File: src/hdl/mwo_pkg.sv
// Shared types, widths and the microcode ROM of the mecanum wheel odometry unit.
// Depends on nothing; imported by every module of the block.
package mwo_pkg;

   // field and datapath widths
   localparam int CNT_W    = 16;               // raw encoder count
   localparam int TICK_W   = CNT_W + 1;        // sign-corrected count
   localparam int DIFF_W   = TICK_W + 1;       // count difference
   localparam int SUM_W    = DIFF_W + 2;       // mixed sum of four differences
   localparam int DPC_W    = 24;
   localparam int TG_W     = 16;
   localparam int EUS_W    = 24;
   localparam int OUT_W    = 32;
   localparam int MUL_A_W  = 36;
   localparam int MUL_B_W  = 25;
   localparam int PROD_W   = MUL_A_W + MUL_B_W;
   localparam int STEP_W   = 35;
   localparam int DVD_W    = 56;
   localparam int QUO_W    = 32;
   localparam int ROUND_XY = 10;
   localparam int ROUND_T  = 24;
   localparam int T_SPLIT  = 20;
   localparam int TD_TOP   = SUM_W + DPC_W - 1;
   localparam int US_PER_SECOND = 1000000;

   // configuration port
   localparam int CSR_IDX_W = 2;
   localparam logic [CSR_IDX_W-1:0] CSR_DIST_PER_COUNT = CSR_IDX_W'(0);
   localparam logic [CSR_IDX_W-1:0] CSR_TURN_GAIN      = CSR_IDX_W'(1);
   localparam logic [DPC_W-1:0] DPC_RESET = DPC_W'(39845);
   localparam logic [TG_W-1:0]  TG_RESET  = TG_W'(33640);

   // sequencer
   localparam int PC_W  = 4;
   localparam int LCNT_W = $clog2(QUO_W);
   localparam logic [LCNT_W-1:0] DIV_LAST = LCNT_W'(QUO_W - 1);

   typedef logic [PC_W-1:0] pc_type;

   typedef enum logic [3:0] {
      OP_ACCEPT, OP_MUL_X, OP_MUL_Y, OP_MUL_TD, OP_MUL_THI, OP_MUL_TLO,
      OP_SUM_T, OP_MUL_VX, OP_LD_VX, OP_LD_VY, OP_LD_VT, OP_DIV, OP_OUT
   } op_type;

   typedef enum logic [1:0] {HOLD_NONE, HOLD_REQ, HOLD_OUT} hold_type;
   typedef enum logic [1:0] {JMP_NONE, JMP_ALWAYS, JMP_LOOP} jmp_type;

   typedef struct packed {
      op_type   op;
      hold_type hold;
      jmp_type  jmp;
      logic     cnt_load;
      pc_type   target;
   } ucode_type;

   // sequencer to datapath
   typedef struct packed {
      op_type op;
      logic   fire;
      logic   take_ok;
   } ctl_type;

   // datapath to sequencer
   typedef struct packed {
      logic req_valid;
      logic out_free;
   } stat_type;

   localparam pc_type STEP_ACCEPT = PC_W'(0);
   localparam pc_type STEP_DIV    = PC_W'(11);

   function automatic ucode_type mk(op_type op, hold_type hold, jmp_type jmp,
                                    logic cnt_load, pc_type target);
      ucode_type w;
      w.op       = op;
      w.hold     = hold;
      w.jmp      = jmp;
      w.cnt_load = cnt_load;
      w.target   = target;
      return w;
   endfunction

   // microcode program: one control word per step
   function automatic ucode_type ucode_rom(pc_type pc);
      ucode_type w;
      case (pc)
         4'd0:    w = mk(OP_ACCEPT,  HOLD_REQ,  JMP_NONE,   1'b0, STEP_ACCEPT);
         4'd1:    w = mk(OP_MUL_X,   HOLD_NONE, JMP_NONE,   1'b0, STEP_ACCEPT);
         4'd2:    w = mk(OP_MUL_Y,   HOLD_NONE, JMP_NONE,   1'b0, STEP_ACCEPT);
         4'd3:    w = mk(OP_MUL_TD,  HOLD_NONE, JMP_NONE,   1'b0, STEP_ACCEPT);
         4'd4:    w = mk(OP_MUL_THI, HOLD_NONE, JMP_NONE,   1'b0, STEP_ACCEPT);
         4'd5:    w = mk(OP_MUL_TLO, HOLD_NONE, JMP_NONE,   1'b0, STEP_ACCEPT);
         4'd6:    w = mk(OP_SUM_T,   HOLD_NONE, JMP_NONE,   1'b0, STEP_ACCEPT);
         4'd7:    w = mk(OP_MUL_VX,  HOLD_NONE, JMP_NONE,   1'b0, STEP_ACCEPT);
         4'd8:    w = mk(OP_LD_VX,   HOLD_NONE, JMP_NONE,   1'b0, STEP_ACCEPT);
         4'd9:    w = mk(OP_LD_VY,   HOLD_NONE, JMP_NONE,   1'b0, STEP_ACCEPT);
         4'd10:   w = mk(OP_LD_VT,   HOLD_NONE, JMP_NONE,   1'b1, STEP_ACCEPT);
         4'd11:   w = mk(OP_DIV,     HOLD_NONE, JMP_LOOP,   1'b0, STEP_DIV);
         4'd12:   w = mk(OP_OUT,     HOLD_OUT,  JMP_ALWAYS, 1'b0, STEP_ACCEPT);
         default: w = mk(OP_ACCEPT,  HOLD_NONE, JMP_ALWAYS, 1'b0, STEP_ACCEPT);
      endcase
      return w;
   endfunction

endpackage

File: src/hdl/mwo_seq.sv
// Microcode sequencer: step counter, loop counter and control ROM lookup.
// Depends on mwo_pkg for the control word layout and the program.
module mwo_seq import mwo_pkg::*; (
   input  logic     clock,
   input  logic     reset,
   input  stat_type stat,
   output ctl_type  ctl
);

   pc_type            pc_ff, pc_in;
   logic [LCNT_W-1:0] cnt_ff, cnt_in;
   ucode_type         cw;
   logic              stall;

   always_ff @(posedge clock) begin
      if (reset) begin
         pc_ff  <= STEP_ACCEPT;
         cnt_ff <= '0;
      end else begin
         pc_ff  <= pc_in;
         cnt_ff <= cnt_in;
      end
   end

   // next step: hold while waiting on a handshake, else branch or fall through
   always_comb begin
      cw     = ucode_rom(pc_ff);
      stall  = ((cw.hold == HOLD_REQ) && !stat.req_valid) ||
               ((cw.hold == HOLD_OUT) && !stat.out_free);
      pc_in  = pc_ff;
      cnt_in = cnt_ff;
      if (!stall) begin
         case (cw.jmp)
            JMP_ALWAYS: pc_in = cw.target;
            JMP_LOOP: begin
               if (cnt_ff != '0) begin
                  pc_in  = cw.target;
                  cnt_in = cnt_ff - LCNT_W'(1);
               end else begin
                  pc_in = pc_ff + PC_W'(1);
               end
            end
            default: pc_in = pc_ff + PC_W'(1);
         endcase
         if (cw.cnt_load) begin
            cnt_in = DIV_LAST;
         end
      end
      ctl.op      = cw.op;
      ctl.fire    = !stall;
      ctl.take_ok = (cw.hold == HOLD_REQ);
   end

endmodule

File: config.mk
export PLATFORM = sky130hd
export DESIGN_NAME = mwo_seq
export DESIGN_NICKNAME = d
export VERILOG_FILES = /design/src/hdl/mwo_pkg.sv /design/src/hdl/mwo_seq.sv
export SDC_FILE = /design/constraint.sdc
export NUM_CORES = 1
export LEC_CHECK = 0
export ABC_AREA = 1
export BUFFER_PORTS_ARGS = -buffer_cell sky130_fd_sc_hd__buf_4
export CORE_MARGIN = 5
export CORE_UTILIZATION = 51
export DETAILED_ROUTE_END_ITERATION = 10
export PLACE_DENSITY = 0.78
export SLEW_MARGIN = 20
export SYNTH_ARGS = -nofsm -noshare
export SYNTH_HDL_FRONTEND = slang
export SYNTH_SLANG_ARGS = --single-unit
File: constraint.sdc
create_clock -name clock -period 1.4 [get_ports clock]
set_clock_uncertainty 0.05 [all_clocks]
set_input_delay 0.14 -clock clock [delete_from_list [all_inputs] [get_ports clock]]
set_output_delay 0.14 -clock clock [all_outputs]
set_load 0.02 [all_outputs]
Yosys cells after proc, flatten, opt, wreduce, memory -nomap -nowiden
Memories as Yosys holds them, arrays and structs flattened. A register that Yosys moved wholly into a read port is not among the register bits.
Cells that the tools add are included.
{"block": "word_totals", "ff_bits": 9, "latchBits": 0, "ramBits": 0, "romBits": 192, "inputBits": 4, "out_inout_bits": 6, "wordCells": 27, "n_memories": 1}
{"memory": "(no name shown)", "words": 16, "word_bits": 12, "rd": 1, "rd_clocked_by_memory_dff": 1, "wr": 0, "line": "mwo_pkg.sv:86", "source": "case (pc)"}
{"block": "op_classes", "n_addsub": 2, "mul": 0, "n_div": 0, "n_lt_le_gt_ge": 0, "eq_ne": 4, "n_shift": 0, "muxes": 7, "bitwise": 1, "n_reduce_logical": 10}
{"operator": "$mux 5", "n": 3}
{"operator": "$mux 4", "n": 3}
{"operator": "$pmux 4 s2", "n": 1}
{"operator": "$reduce_bool 5->1", "n": 1}
{"operator": "$sub 5x1->5 const B", "n": 1}
{"operator": "$add 4x1->4 const B", "n": 1}
{"operator": "$eq 2x1->1 const B", "n": 2}
{"operator": "$eq 2x2->1 const B", "n": 2}
{"operator": "$reduce_bool 2->1", "n": 2}
{"operator": "$logic_not 1->1", "n": 3}
{"operator": "$reduce_and 3->1", "n": 1}
{"operator": "$logic_and 1x1->1", "n": 2}
{"operator": "$logic_or 1x1->1", "n": 1}
{"operator": "$not 1->1", "n": 1}

Longest topological paths before layout
Gate-level depths: netlist of run 1.
{"block": "depth", "ltp_word": 5, "mapped_depth": 13, "ltp_nobuf": 13}

Least setup slack after synthesis of run 1
No wires, ideal clock.
{"block": "synth_path", "path_kind": "flip-flop to flip-flop", "from": "register, netlist name cw[6]", "to": "register, netlist name cw[6]", "setup_ps": 113, "t_arrival_ps": 1385, "required_ps": 1237, "slack_ps": -148, "path_stages_with_launch": 13, "n_path_buf": 0, "period_less_slack_ps": 1548, "cell_sequence": "dfxtp_1 -> inv_1 -> ha_1 -> inv_1 -> nand2_1 -> nor2_1 -> nand2_2 -> nand2_1 -> nand2_1 -> nand2_4 -> nor2_2 -> nand2_1 -> nor2_1"}
{"block": "synth_between", "elab_chain_len": 4, "elab_cells_between_ends": 5, "cone_classes": "eq/ne (2); mux (3)"}
{"item": "$eq 2x2->1 / $eq 2x1->1 (equally long branches)", "line": "mwo_seq.sv:33", "source": "case (cw.jmp)"}
{"item": "$pmux 4 s2 (*)", "line": "mwo_seq.sv:33"}
{"item": "$mux 4 (no line) (*) (2 in series)"}
Every way passes the cells marked *; elsewhere a longest branch is shown, timed or not.
A chain may end at the register's enable or synchronous reset.

Final worst setup path of run 1
{"block": "layout_path", "from": "register cnt_ff[0]", "to": "register, netlist name cw[4]"}
{"block": "layout_between", "elab_chain_len": 5}
{"item": "from (decl)", "line": "mwo_seq.sv:11", "source": "logic [LCNT_W-1:0] cnt_ff, cnt_in;"}
{"item": "from (signal assigned)", "line": "mwo_seq.sv:21", "source": "cnt_ff <= cnt_in;"}
{"item": "$reduce_bool 5->1", "line": "mwo_seq.sv:36", "source": "if (cnt_ff != '0) begin"}
{"item": "$mux 4", "line": "mwo_seq.sv:36"}
{"item": "$pmux 4 s2", "line": "mwo_seq.sv:33"}
{"item": "$mux 4 (no line) (2 in series)"}
Every way passes these cells.

==> impl_metrics.py, run 1 <==
metrics = {
    "status": {
        "run_status": "finished, violations left",
        "violations": "negative setup slack",
    },
    "critical_path": {
        "crit_top_cell": "nand2_2",
        "cp_data_arrival_time_ns": 1.72,
        "crit_path_max_fanout": 4,
        "rr_worst_depth": 13,
        "rr_startpoint": "cnt_ff[0]",
        "crit_type": "reg2reg",
        "worstSetupStartpointType": "flop",
        "crit_path_cell_trace": "inv_2, ha_4, inv_2, nor2_4, nand3_2, nand2_4, nand2_2, nand2_2, nand2_2, nand2_4, nor2_4, nand2_2, nor2_2",
        "reg2reg_slack_ns": -0.17,
        "worst_path_largest_cell_delay_ns": 0.34,
        "cp.required_ns": 1.55,
        "cpMaxStageDelayCell": "dfxtp_2",
        "endpoint_kind": "flop",
        "reg2reg_to": "cw[4]",
    },
    "timing": {
        "period_needed_ns": 1.567,
        "finalHoldViolCount": 0,
        "worst_pin_slew_ns": 0.2651,
        "slew_violations": 0,
        "fmax_mhz": 638.2,
        "maxSlewHeadroom": 0.8231,
        "layout_setup_ws_ns": -0.1669,
        "finalSetupViolCount": 17,
        "fin_crit_sh": 1.119,
        "holdWs_ns": 0.3895,
        "rsz0062_at_grt": "yes",
    },
    "worst_hold_path": {
        "min_path_cells": 6,
        "holdPathEnd": "pc_ff[2]",
        "min_from": "stat[1]",
        "hp-class": "in2reg",
    },
    "logic_synthesis": {
        "yosysWarnings": 0,
        "synth_edf_count": 0,
        "ys_ff_latch": 18,
        "synth_top_area_frac": 0.3372,
        "yosysSeqAreaShare": 0.3372,
        "syn_inst": 146,
        "synth_top_flop_cell": "dfxtp_1",
        "syn_area_per_cell_um2": 7.319,
        "ys_types": 21,
        "async_flop_share": 0,
        "yosysTopAreaCell": "dfxtp_1",
        "synth_area_um2": 1069,
        "mappedNetlistNets": 155,
        "synth_common_cells": "nand2_1, inv_1, dfxtp_1, nor2_1, nand3_1",
        "synth.most_common_cell": "nand2_1",
        "ys_top_cells_by_area": "dfxtp_1, nand2_1, inv_1",
    },
    "route": {
        "drtAntennaViolNets": 0,
        "topRoutingLayerUsed": "met4",
        "wl_um": 3004,
        "dr.first_iter.drc_count": 31,
        "drc": 0,
        "wl_met1_um": 1181,
        "drt_pass1_iterations": 5,
        "wl_per_cell_um": 15.02,
        "dr_wl_met2_um": 1561,
        "route.met3.wl_um": 154,
        "avgViaCountPerCell": 5.335,
        "vias": 1067,
    },
    "floorplan": {
        "ioPinCount": 10,
        "fp-row-count": 16,
        "die_area_um2": 3110,
        "initial_core_util": 0.5391,
        "core_area_um2": 1982,
        "die_w_um": 55.77,
        "fp.dieH_um": 55.77,
    },
    "place": {
        "portBuffers": 9,
        "place.gp.congestion": 0.9238,
        "dpl.hpwl_um": 1688,
    },
    "power": {
        "p_seq_frac": 0.410,
        "p_per_area_nw_per_um2": 977.3,
        "power_mw": 1.485,
        "switchingPower_uw": 546.3,
        "internal_power_uw": 938.2,
        "ir_drop_uv": 1142,
        "power_frac_comb": 0.375,
        "pwr-share-clk": 0.215,
        "p_leak_nw": 0.7656,
        "switching_share": 0.3680,
    },
    "global_route": {
        "grt_pass1_wl_um": 4209,
        "grt_pass1_vias": 943,
        "overflow": 0,
        "grt_max_degree": 11,
        "grt_use_total": 0.1630,
        "grt_antenna_before_repair": 0,
    },
    "clock_tree": {
        "cts_buffers": 3,
        "clockBufferDepth": 2,
        "clk_latency_ns": 0.29,
        "htreeDepth": 1,
        "cts_tree": "built",
        "cts.sinks": 18,
        "clk_pin_slew_ns": 0.10,
        "cts-root-buf": "clkbuf_4",
    },
    "layout": {
        "diodes": 0,
        "final_nets": 183,
        "nFillCells": 116,
        "drive_gt1_frac": 0.5607,
        "finalCoreUtilization": 0.7664,
        "area.growth.synth_to_final_pct": 42.15,
    },
    "run": {
        "maxCapViolCount": 0,
    },
}
cells by family (layout without fill, tap and decap cells):
family                     after synthesis  after routing  synth area share
adders and majority gates                5              5           0.05855
buffers and inverters                   32             59            0.1312
DFF                                     18             18            0.3372
AOI/OAI and AO/OA                       13             13           0.07377
and+or+nand+nor                         75             75            0.3747
xor gates and xnor gates                 3              3           0.02459
flip-flops by register name, indices dropped and copies added, names as in the netlist:
register,cells
pc_ff,4
cw,9
cnt_ff,5
worst max-delay path by stage:
stage                    from  endpoint  slack [ns]  depth (start not counted)
floorplan           cnt_ff[0]    cw[12]       0.005                         11
global placement        cw[5]    cw[12]       -0.17                         11
detailed placement      cw[5]    cw[12]       -0.23                         11
CTS                 cnt_ff[1]    cw[10]       -0.11                         11
global route        cnt_ff[0]    cw[10]       -0.26                         11
finish              cnt_ff[0]     cw[4]       -0.17                         13
per-layer routing:
layer,track usage,up-vias
met1,0.2045,514
met4,0.03125,0
met3,0.01624,12
li1,-,501
met5,0,-
met2,0.2990,40
placed cells by master, fill, tap and decap left out:
cell type	n
a21oi_1	3
a21oi_2	2
a21oi_4	1
a31oi_1	2
buf_4	23
buf_6	3
clkbuf_4	3
clkbuf_8	1
dfxtp_1	12
dfxtp_2	4
dfxtp_4	2
dlygate4sd3_1	1
ha_1	2
ha_4	3
inv_1	14
inv_2	10
inv_4	3
inv_6	1
nand2_1	22
nand2_2	13
nand2_4	7
nand2_8	1
nand3_1	5
nand3_2	5
nand3_4	2
nand3b_4	1
nand4_1	2
nor2_1	5
nor2_2	6
nor2_4	6
o21ai_0	1
o21ai_1	4
xor2_1	3
metrics by stage:
step / cells / setup slack [ns] / TNS, ns / cell area (um^2)
2_1_floorplan: 146 / 0.004873 / 0 / 1087
3_3_place_gp: 187 / -0.1655 / -1.219 / 1226
3_5_place_dp: 187 / -0.2271 / -2.005 / 1226
4_1_cts: 197 / -0.1134 / -0.9034 / 1389
5_1_grt: 200 / -0.2646 / -3.272 / 1519
6_report: 200 / -0.1669 / -1.566 / 1519
worst max-delay path: cells and delay by family, from the launching register on:
kind                     cells  cell delay [ns]
adder cells (fa/ha/maj)      1             0.14
flip-flops                   1             0.34
buffers and inverters        2             0.12
AND/OR/NAND/NOR             10             0.85
power by group through the flow:
| stage | clock network (mW) | registers [mW] | logic [mW] |
|---|---|---|---|
| after CTS | 0.328 | 0.604 | 0.476 |
| after detailed placement | 0 | 0.617 | 0.418 |
| after floorplan | 0 | 0.609 | 0.312 |
| after global routing | 0.340 | 0.614 | 0.602 |
| final | 0.320 | 0.608 | 0.557 |
| after global placement | 0 | 0.616 | 0.407 |
repair_timing:
action                                 in CTS  in global routing
setup buffers                               5                  3
resized for setup                          27                 37
endpoints found under the hold margin       2                  0
setup endpoints to repair                  17                 18
hold buffers                                1                  0
pin swaps                                  16                 22
area by class of cell:
| type | instances | area [um^2] | share of cell area |
|---|---|---|---|
| repair buffers | 27 | 216.5 | 0.1425 |
| clock buffers | 4 | 36.28 | 0.02389 |
| multi-input cells | 96 | 742.0 | 0.4885 |
| well taps | 27 | 33.78 | 0.02224 |
| flip-flops and latches | 18 | 372.9 | 0.2455 |
| inverters | 28 | 117.6 | 0.07743 |
Power figures use the tool's default switching activity.
==> run 2: changes to the inputs <==
--- a/config.mk
+++ b/config.mk
@@ -7,6 +7,7 @@
 export LEC_CHECK = 0
 export ABC_AREA = 1
 export BUFFER_PORTS_ARGS = -buffer_cell sky130_fd_sc_hd__buf_4
+export CORE_ASPECT_RATIO = 0.75
 export CORE_MARGIN = 5
 export CORE_UTILIZATION = 51
 export DETAILED_ROUTE_END_ITERATION = 10
==> impl_metrics.py, run 2 (synthesized netlist as in run 1, its figures left out) <==
metrics = {
    "global_route": {
        "overflow": 0,
        "grt_antenna_before_repair": 0,
        "grt_use_total": 0.1608,
        "grt_pass1_vias": 957,
        "grt_max_degree": 10,
        "grt_pass1_wl_um": 4043,
    },
    "floorplan": {
        "die_area_um2": 3120,
        "core_area_um2": 1997,
        "fp-row-count": 14,
        "initial_core_util": 0.5351,
        "ioPinCount": 10,
        "die_w_um": 62.86,
        "fp.dieH_um": 49.64,
    },
    "layout": {
        "ff_latch_area_um2": 370.4,
        "drive_gt1_frac": 0.5655,
        "nFillCells": 137,
        "multiInputGateArea_um2": 757.0,
        "final_nets": 179,
        "stdcell_area_um2": 1475,
        "layout_commonest_cell": "buf_4",
        "largest_reg_flops": 9,
        "final_cell_mix": "buf_4, nand2_1, inv_1, nand2_2, dfxtp_1",
        "diodes": 0,
        "area.growth.synth_to_final_pct": 38.06,
    },
    "power": {
        "power_frac_comb": 0.377,
        "pwr-share-clk": 0.179,
        "p_seq_frac": 0.444,
        "ir_drop_uv": 771.0,
        "switchingPower_uw": 519.2,
        "p_leak_nw": 0.7430,
        "switching_share": 0.3763,
        "p_per_area_nw_per_um2": 935.4,
        "internal_power_uw": 860.6,
    },
    "run": {
        "maxCapViolCount": 0,
    },
    "status": {
        "violations": "negative setup slack",
        "run_status": "finished, violations left",
    },
    "clock_tree": {
        "cts_buffers": 3,
        "hold_buffers": 0,
        "clk_latency_ns": 0.28,
        "cts-root-buf": "clkbuf_4",
        "cts_tree": "built",
        "clockBufferDepth": 2,
        "cts.sinks": 18,
        "htreeDepth": 1,
        "clk_pin_slew_ns": 0.10,
    },
    "timing": {
        "slew_violations": 0,
        "finalSetupViolCount": 17,
        "fmax_mhz": 645.4,
        "period_needed_ns": 1.549,
        "maxSlewHeadroom": 0.8196,
        "layout_setup_ws_ns": -0.1494,
        "finalHoldViolCount": 0,
        "rsz0062_at_grt": "yes",
        "worst_pin_slew_ns": 0.2703,
        "fin_crit_sh": 1.107,
    },
    "route": {
        "wl_um": 2950,
        "drc": 0,
        "dr.first_iter.drc_count": 60,
        "avgViaCountPerCell": 5.406,
        "vias": 1038,
        "drtAntennaViolNets": 0,
        "wl_per_cell_um": 15.36,
        "drt_pass1_iterations": 4,
    },
    "critical_path": {
        "rr_startpoint": "cnt_ff[1]",
        "worstSetupStartpointType": "flop",
        "endpoint_kind": "flop",
        "cp.required_ns": 1.58,
        "rr_worst_depth": 12,
        "crit_type": "reg2reg",
        "reg2reg_to": "cw[12]",
        "reg2reg_slack_ns": -0.15,
        "cp_data_arrival_time_ns": 1.73,
        "crit_path_max_fanout": 4,
    },
    "worst_hold_path": {
        "min_path_cells": 2,
        "hp-class": "in2reg",
        "min_from": "reset",
        "holdPathEnd": "cnt_ff[3]",
    },
    "place": {
        "placed_area_um2": 1215,
        "dp_slack_ns": -0.2210,
        "place.gp.congestion": 0.8718,
        "dpl.hpwl_um": 1736,
        "portBuffers": 9,
    },
}
==> run 2: what timing repair did <==
action,in CTS,in global routing
gates resized for setup,26,36
buffers inserted,4,3
hold endpoints to repair,0,2
pin swaps,18,19
endpoints found under the setup margin,17,18
==> run 2: critical path: stages, from the launching register on <==
cell	delay, ns
dfxtp_2	0.34
inv_2	0.08
ha_4	0.14
inv_2	0.04
nor2_4	0.15
nand3_2	0.12
nand2_4	0.09
nand2_2	0.06
nand2_2	0.07
nand2_2	0.06
nand2_4	0.09
nand2_4	0.07
a21oi_2	0.12
==> run 2: how the worst max path moves through the flow <==
stage / start / endpoint / slack, ns / depth (start not counted)
final: cnt_ff[1] / cw[12] / -0.15 / 12
after global routing: cnt_ff[1] / cw[12] / -0.24 / 12
after CTS: cnt_ff[1] / cw[6] / -0.11 / 12
after detailed placement: cw[5] / cw[12] / -0.22 / 11
after global placement: cw[5] / cw[11] / -0.19 / 11
after floorplan: cnt_ff[0] / cw[12] / 0.005 / 11
==> run 2: power by group through the flow <==
| stage | Sequential [mW] | Combinational [mW] | Clock (mW) |
|---|---|---|---|
| floorplan | 0.609 | 0.312 | 0 |
| global placement | 0.617 | 0.394 | 0 |
| detailed placement | 0.617 | 0.411 | 0 |
| CTS | 0.605 | 0.451 | 0.253 |
| global route | 0.617 | 0.564 | 0.290 |
| finish | 0.612 | 0.521 | 0.247 |
==> run 2: metal layers <==
metal  up-vias  share of wire  track usage
met4         0          0.018      0.06714
met1       480           0.43       0.2107
li1        489              -            -
met2        61           0.47       0.2586
met3         8          0.073      0.02955
met5         -              0            0
==> run 2: cell type report <==
| type | instances | share of cell area |
|---|---|---|
| multi-input combinational | 96 | 0.5131 |
| tap | 24 | 0.02036 |
| sequential | 18 | 0.2511 |
| timing repair buffer | 23 | 0.1221 |
| clock buffer | 3 | 0.01527 |
| inverter | 28 | 0.07803 |
==> run 2: metrics by stage <==
stage	utilization	instances	TNS, ns	power [mW]	hold WS, ns
global route	0.7387	192	-2.750	1.471	-0.003299
finish	0.7387	192	-1.278	1.380	0.01482
floorplan	-	146	0	0.9210	0.1591
detailed placement	0.6084	183	-1.904	1.028	0.3150
CTS	0.6773	190	-0.8024	1.309	0.001687
global placement	0.6084	183	-1.377	1.010	0.3155
